`src/rtl/core/luhn_card_number_classifier_assert.svh`:
```
// Assertion macros shared by the card number classifier RTL.
`ifndef LUHN_CARD_NUMBER_CLASSIFIER_ASSERT_SVH
`define LUHN_CARD_NUMBER_CLASSIFIER_ASSERT_SVH

// Same-cycle implication, masked while reset is high.
`define LCNC_ASSERT_IMP(label, clk, rst, ante, cons) \
  label: assert property (@(posedge clk) disable iff (rst) (ante) |-> (cons)) \
    else $error("lcnc assertion failed");

// Next-cycle implication, masked while reset is high.
`define LCNC_ASSERT_NXT(label, clk, rst, ante, cons) \
  label: assert property (@(posedge clk) disable iff (rst) (ante) |=> (cons)) \
    else $error("lcnc assertion failed");

`endif

```
`src/rtl/core/lcnc_pkg.sv`:
```
// Types, constants and helper functions for the card number classifier.
package lcnc_pkg;

  // Width of the binary card number word.
  localparam int CARD_W = 54;
  // Decimal digits needed to hold any CARD_W-bit value.
  localparam int BCD_DIGITS = 17;
  localparam int BCD_W = 4 * BCD_DIGITS;
  // Widths of the sequencer counters and the digit count.
  localparam int BIT_CNT_W = 6;
  localparam int IDX_W = 5;
  localparam int CNT_W = 5;

  typedef logic [3:0] digit_t;
  typedef logic [1:0] class_t;

  // Class codes of the result word.
  localparam class_t CLASS_NONE = 2'd0;
  localparam class_t CLASS_LEAD4 = 2'd1;
  localparam class_t CLASS_LEAD5X = 2'd2;
  localparam class_t CLASS_LEAD3X = 2'd3;

  // Sequencer states, one-hot.
  typedef enum logic [2:0] {
    S_IDLE = 3'b001,
    S_CONV = 3'b010,
    S_SCAN = 3'b100
  } state_t;

  // Double a digit and fold the product back to a single digit.
  function automatic digit_t luhn_double(input digit_t d);
    logic [4:0] p;
    p = {d, 1'b0};
    if (p > 5'd9) begin
      p = p - 5'd9;
    end
    return p[3:0];
  endfunction

  // Shift-and-add-3 correction of one BCD digit.
  function automatic digit_t dabble_adj(input digit_t d);
    return (d >= 4'd5) ? d + 4'd3 : d;
  endfunction

endpackage

```
`src/rtl/core/luhn_card_number_classifier.sv`:
```
// Card number classifier: binary to decimal conversion, Luhn check and class lookup.
//
// Pulse start with a card number while busy is low; the number is taken at that
// edge and busy rises. The binary word is turned into decimal digits by a
// shift-and-add-3 unit, one input bit per cycle, and the digits are then
// scanned one per cycle from the least significant end through a single
// mod-10 accumulator that also tracks the digit count and the two leading
// digits. A new number can be started in the cycle that done is high.
// done is high for exactly one cycle with card_class, check_passed and
// digit_count; the results stay on the ports until the next number finishes,
// but the receiver cannot stall the block, so it must take them on the strobe.
// card_class is nonzero only when the Luhn check passes and the digit count is
// at most MAX_DIGITS.
`include "luhn_card_number_classifier_assert.svh"

module luhn_card_number_classifier
  import lcnc_pkg::*;
#(
  parameter int MAX_DIGITS = 16
) (
  input  logic              clk,
  input  logic              rst,
  input  logic              start,
  output logic              busy,
  input  logic [CARD_W-1:0] card_number,
  output logic              done,
  output class_t            card_class,
  output logic              check_passed,
  output logic [CNT_W-1:0]  digit_count
);

  state_t               state;
  state_t               state_next;
  logic [CARD_W-1:0]    bin;
  logic [BCD_W-1:0]     bcd;
  logic [BIT_CNT_W-1:0] bit_cnt;
  logic [IDX_W-1:0]     idx;
  digit_t               sum;
  logic [CNT_W-1:0]     count;
  digit_t               lead_hi;
  digit_t               lead_lo;
  digit_t               prev_digit;

  logic                 accept;
  logic [BCD_W-1:0]     bcd_adj;
  digit_t               digit;
  digit_t               digit_val;
  logic [4:0]           sum_raw;
  digit_t               sum_next;
  logic [CNT_W-1:0]     count_next;
  digit_t               lead_hi_next;
  digit_t               lead_lo_next;
  logic                 pass;
  class_t               class_next;
  logic                 conv_last;
  logic                 scan_last;

  assign accept = start && !busy;
  assign busy = (state != S_IDLE);
  assign conv_last = (bit_cnt == BIT_CNT_W'(CARD_W - 1));
  assign scan_last = (idx == IDX_W'(BCD_DIGITS - 1));

  // Correct every BCD digit ahead of the shift.
  always_comb begin
    for (int k = 0; k < BCD_DIGITS; k++) begin
      bcd_adj[4*k +: 4] = dabble_adj(bcd[4*k +: 4]);
    end
  end

  // Accumulate one digit: Luhn sum mod 10, digit count, leading pair.
  always_comb begin
    digit = bcd[3:0];
    digit_val = idx[0] ? luhn_double(digit) : digit;
    sum_raw = {1'b0, sum} + {1'b0, digit_val};
    sum_next = (sum_raw >= 5'd10) ? 4'(sum_raw - 5'd10) : sum_raw[3:0];
    count_next = count;
    lead_hi_next = lead_hi;
    lead_lo_next = lead_lo;
    if (digit != 4'd0) begin
      count_next = CNT_W'(idx) + CNT_W'(1);
      lead_hi_next = digit;
      lead_lo_next = prev_digit;
    end
    pass = (sum_next == 4'd0);
  end

  // Classify numbers that pass, with at most MAX_DIGITS digits, by length and leading digits.
  always_comb begin
    class_next = CLASS_NONE;
    if (pass && (count_next <= CNT_W'(MAX_DIGITS))) begin
      if ((count_next == CNT_W'(13) || count_next == CNT_W'(16)) && lead_hi_next == 4'd4) begin
        class_next = CLASS_LEAD4;
      end else if (count_next == CNT_W'(16) && lead_hi_next == 4'd5 &&
                   lead_lo_next >= 4'd1 && lead_lo_next <= 4'd5) begin
        class_next = CLASS_LEAD5X;
      end else if (count_next == CNT_W'(15) && lead_hi_next == 4'd3 &&
                   (lead_lo_next == 4'd4 || lead_lo_next == 4'd7)) begin
        class_next = CLASS_LEAD3X;
      end
    end
  end

  // Advance the sequencer.
  always_comb begin
    state_next = state;
    case (state)
      S_IDLE: begin
        if (accept) begin
          state_next = S_CONV;
        end
      end
      S_CONV: begin
        if (conv_last) begin
          state_next = S_SCAN;
        end
      end
      S_SCAN: begin
        if (scan_last) begin
          state_next = S_IDLE;
        end
      end
      default: state_next = S_IDLE;
    endcase
  end

  // Hold control state.
  always_ff @(posedge clk) begin
    if (rst) begin
      state <= S_IDLE;
      done <= 1'b0;
    end else begin
      state <= state_next;
      done <= (state == S_SCAN) && scan_last;
    end
  end

  // Shift the conversion unit and the digit scan.
  always_ff @(posedge clk) begin
    case (state)
      S_IDLE: begin
        if (accept) begin
          bin <= card_number;
          bcd <= '0;
          bit_cnt <= '0;
        end
      end
      S_CONV: begin
        bcd <= {bcd_adj[BCD_W-2:0], bin[CARD_W-1]};
        bin <= {bin[CARD_W-2:0], 1'b0};
        bit_cnt <= bit_cnt + BIT_CNT_W'(1);
        idx <= '0;
        sum <= 4'd0;
        count <= CNT_W'(1);
        lead_hi <= 4'd0;
        lead_lo <= 4'd0;
        prev_digit <= 4'd0;
      end
      S_SCAN: begin
        bcd <= {4'd0, bcd[BCD_W-1:4]};
        idx <= idx + IDX_W'(1);
        sum <= sum_next;
        count <= count_next;
        lead_hi <= lead_hi_next;
        lead_lo <= lead_lo_next;
        prev_digit <= digit;
      end
      default: begin
      end
    endcase
  end

  // Capture the result word on the last digit.
  always_ff @(posedge clk) begin
    if ((state == S_SCAN) && scan_last) begin
      card_class <= class_next;
      check_passed <= pass;
      digit_count <= count_next;
    end
  end

  `LCNC_ASSERT_IMP(a_done_idle, clk, rst, done, state == S_IDLE)
  `LCNC_ASSERT_NXT(a_accept_busy, clk, rst, accept, busy && state == S_CONV)
  `LCNC_ASSERT_IMP(a_class_pass, clk, rst, done, card_class == CLASS_NONE || check_passed)
  `LCNC_ASSERT_IMP(a_count_range, clk, rst, done,
                   digit_count >= CNT_W'(1) && digit_count <= CNT_W'(BCD_DIGITS))
  `LCNC_ASSERT_NXT(a_done_pulse, clk, rst, done, !done)

endmodule

```
`config.mk`:
```
export PLATFORM = sky130hd
export DESIGN_NAME = luhn_card_number_classifier
export DESIGN_NICKNAME = d
export VERILOG_FILES = /design/src/rtl/core/lcnc_pkg.sv /design/src/rtl/core/luhn_card_number_classifier.sv
export VERILOG_INCLUDE_DIRS = /design/src /design/src/rtl/core
export SDC_FILE = /design/constraint.sdc
export NUM_CORES = 1
export LEC_CHECK = 0
export ABC_AREA = 1
export ABC_CLOCK_PERIOD_IN_PS = 4800
export BUFFER_PORTS_ARGS = -buffer_cell sky130_fd_sc_hd__buf_2
export CORE_MARGIN = 10
export CORE_UTILIZATION = 50
export DETAILED_ROUTE_END_ITERATION = 6
export PLACE_DENSITY = 0.68
export SLEW_MARGIN = 15
export SYNTH_ARGS = -nofsm -noshare
export SYNTH_HDL_FRONTEND = slang
export SYNTH_SLANG_ARGS = --single-unit
export TNS_END_PERCENT = 100
```
`constraint.sdc`:
```
create_clock -name clk -period 4.8 [get_ports clk]
set_input_delay 0.48 -clock clk [delete_from_list [all_inputs] [get_ports clk]]
set_output_delay 0.48 -clock clk [all_outputs]
set_load 0.1 [all_outputs]
```
==> impl_metrics.json <==
{
  "status": "complete, no violations",
  "p_total_mw": 4.83,
  "tightestPinTransition_ns": 0.974,
  "synth-main-ff-cell": "edfxtp_1",
  "synthTopCellsByArea": "edfxtp_1, nand2_1, ha_1, inv_1, o21ai_0",
  "finalCritPeriodShare_pct": 74.9,
  "tns_ns": 0,
  "drv_cap": 0,
  "cts.clk_slew.worst_paths_ns": 0.07,
  "hold_viol_final": 0,
  "ctsLongestPathBuffers": 2,
  "synth_cell_types": 38,
  "yosysMostFrequentCell": "nand2_1",
  "yosys.area.top_type_share_pct": 53.4,
  "fmax_mhz": 278,
  "wl_per_cell_um": 13.8,
  "pin_count": 67,
  "diodes": 0,
  "reg2reg_depth": 20,
  "grt_max_degree": 69,
  "synth-seq-cells": 166,
  "hpwl_mm": 12.1,
  "syn_inst": 993,
  "syn_area_per_cell_um2": 9.17,
  "totalWireLength_mm": 17.8,
  "finalNetCount": 1152,
  "relSlewSlack_pct": 35.1,
  "cts_sinks": 166,
  "drtIter0Drc": 503,
  "hold_buffers": 0,
  "dp_slack_ns": 1.21,
  "core_um2": 18000,
  "gp_routability_congestion": 0.815,
  "cts_resized": 0,
  "seq_area_frac_synth_pct": 54.3,
  "grt_pass1_wl_mm": 30.8,
  "fin_ws_ns": 1.20,
  "htreeDepth": 4,
  "netlist.top_cell.by_area": "edfxtp_1",
  "yosys-top-cells-count": "nand2_1, edfxtp_1, inv_1",
  "viasPerCell": 5.13,
  "die_h_um": 155,
  "clk_latency_ns": 0.43,
  "cts_tree": "yes",
  "period_needed_ns": 3.60,
  "power.density_nw_per_um2": 470,
  "cts_inserted_buffers": 17,
  "synth_area_um2": 9110,
  "antenna_left": 0,
  "end_kind": "register",
  "critical_path_peak_fanout": 10,
  "portBuffers": 66,
  "cts-root-buf": "clkbuf_16",
  "whs_ns": 0.250,
  "vias": 6629,
  "arrival_ns": 3.78,
  "skew_ns": 0.00959,
  "grt_usage_pct": 15.1,
  "initial_core_util_pct": 50.7,
  "dieArea_um2": 24000,
  "drive_gt1_share_pct": 14.0,
  "syn_nets": 1094,
  "antenna_found_initial": 0,
  "drv_slew": 0,
  "rsz0062_at_grt": "no",
  "cts_setup_buffers": 0,
  "setup_violations": 0,
  "min_path_type": "in2reg",
  "irDropWorstVdd_mv": 0.288,
  "std_cell_rows": 49,
  "syn2layout_area_growth_pct": 12.8,
  "startpoint_type": "register",
  "fp.dieW_um": 155,
  "leakagePower_nw": 4.47,
  "grt_pass1_vias": 6522,
  "async_flop_share_pct": 0,
  "grt-ovfl-total": 0,
  "critPathKind": "reg2reg",
  "yosysWarnings": 0,
  "drtPass1Iterations": 5,
  "synth_edf_count": 162,
  "final_util_pct": 57.2,
  "drcViolationCount": 0,
  "cp.required_ns": 4.99,
  "min_path_cells": 2
}
==> worst paths after layout <==
path                               from      endpoint  slack (ns)
worst min register to register  bin[22]       bin[23]        0.51
worst min-delay path                rst      state[1]        0.25
worst max-delay path             bcd[0]  check_passed        1.20
worst max register to register   bcd[0]  check_passed        1.20
==> per-stage QoR <==
stage                     instances  area [µm²]
after floorplan                 993        9110
after global placement         1261        9650
after detailed placement       1261        9650
after CTS                      1293       10300
after global routing           1293       10300
final                          1293       10300
==> report_power, final <==
part           switching, mW  internal (mW)
Sequential             0.152           1.97
Clock                  0.635          0.798
Combinational          0.876          0.399
==> critical path: stages (launching register included) <==
cell,delay [ns]
edfxtp_1,0.49
inv_1,0.15
ha_1,0.44
inv_1,0.08
a21oi_1,0.32
xor2_1,0.12
nand2_1,0.08
o21ai_0,0.15
fa_1,0.47
inv_1,0.07
nand2_1,0.06
nand2_1,0.07
inv_1,0.05
ha_1,0.21
nand2_1,0.07
nand3_1,0.11
nand2_1,0.10
nand2_1,0.07
nand2_1,0.06
nor2_1,0.04
and2_1,0.15
==> cell type report <==
class                           count  area (µm²)
Fill cell                        1567        7690
Sequential cell                   166        4940
Multi-Input combinational cell    659        3520
Inverter                          133         502
Clock buffer                       17         425
Timing Repair Buffer               74         390
Tap cell                          229         287
Clock inverter                     15         198
==> sequential cells by signal (all words and copies together) (netlist names) <==
register,cells
check_passed,1
bin,54
idx,5
lead_lo,4
prev_digit,4
card_class,2
bit_cnt,6
sum,4
done,1
state,3
count,5
bcd,68
digit_count,5
lead_hi,4
==> per-layer routing <==
layer / GRT usage, % / part of all wire [%]
met5: 0 / 0
met4: 4.18 / 1.3
met3: 3.92 / 4.5
met2: 23.7 / 46
met1: 20.4 / 48
==> cell usage in the layout, fill, tap and decap left out, types with 17 or more instances in the layout <==
master / synthesis / layout
buf_2: 2 / 66
nand3_1: 64 / 62
nor2_1: 63 / 63
clkbuf_16: 0 / 17
xor2_1: 18 / 18
a21oi_1: 20 / 20
nand2_1: 272 / 270
ha_1: 43 / 43
edfxtp_1: 162 / 162
inv_1: 130 / 128
o21ai_0: 86 / 86
o22ai_1: 22 / 22
==> cells by family (layout without fill, tap and decap cells) <==
group | count (synthesis) | count (layout) | synth area share (%)
compound gates | 150 | 150 | 9.47
xor+xnor | 20 | 20 | 1.92
fa+ha+maj | 44 | 44 | 6.13
buf+inv | 168 | 239 | 7.32
flops | 166 | 166 | 54.3
simple gates | 445 | 445 | 20.9
(Power assumes the default switching activity.)
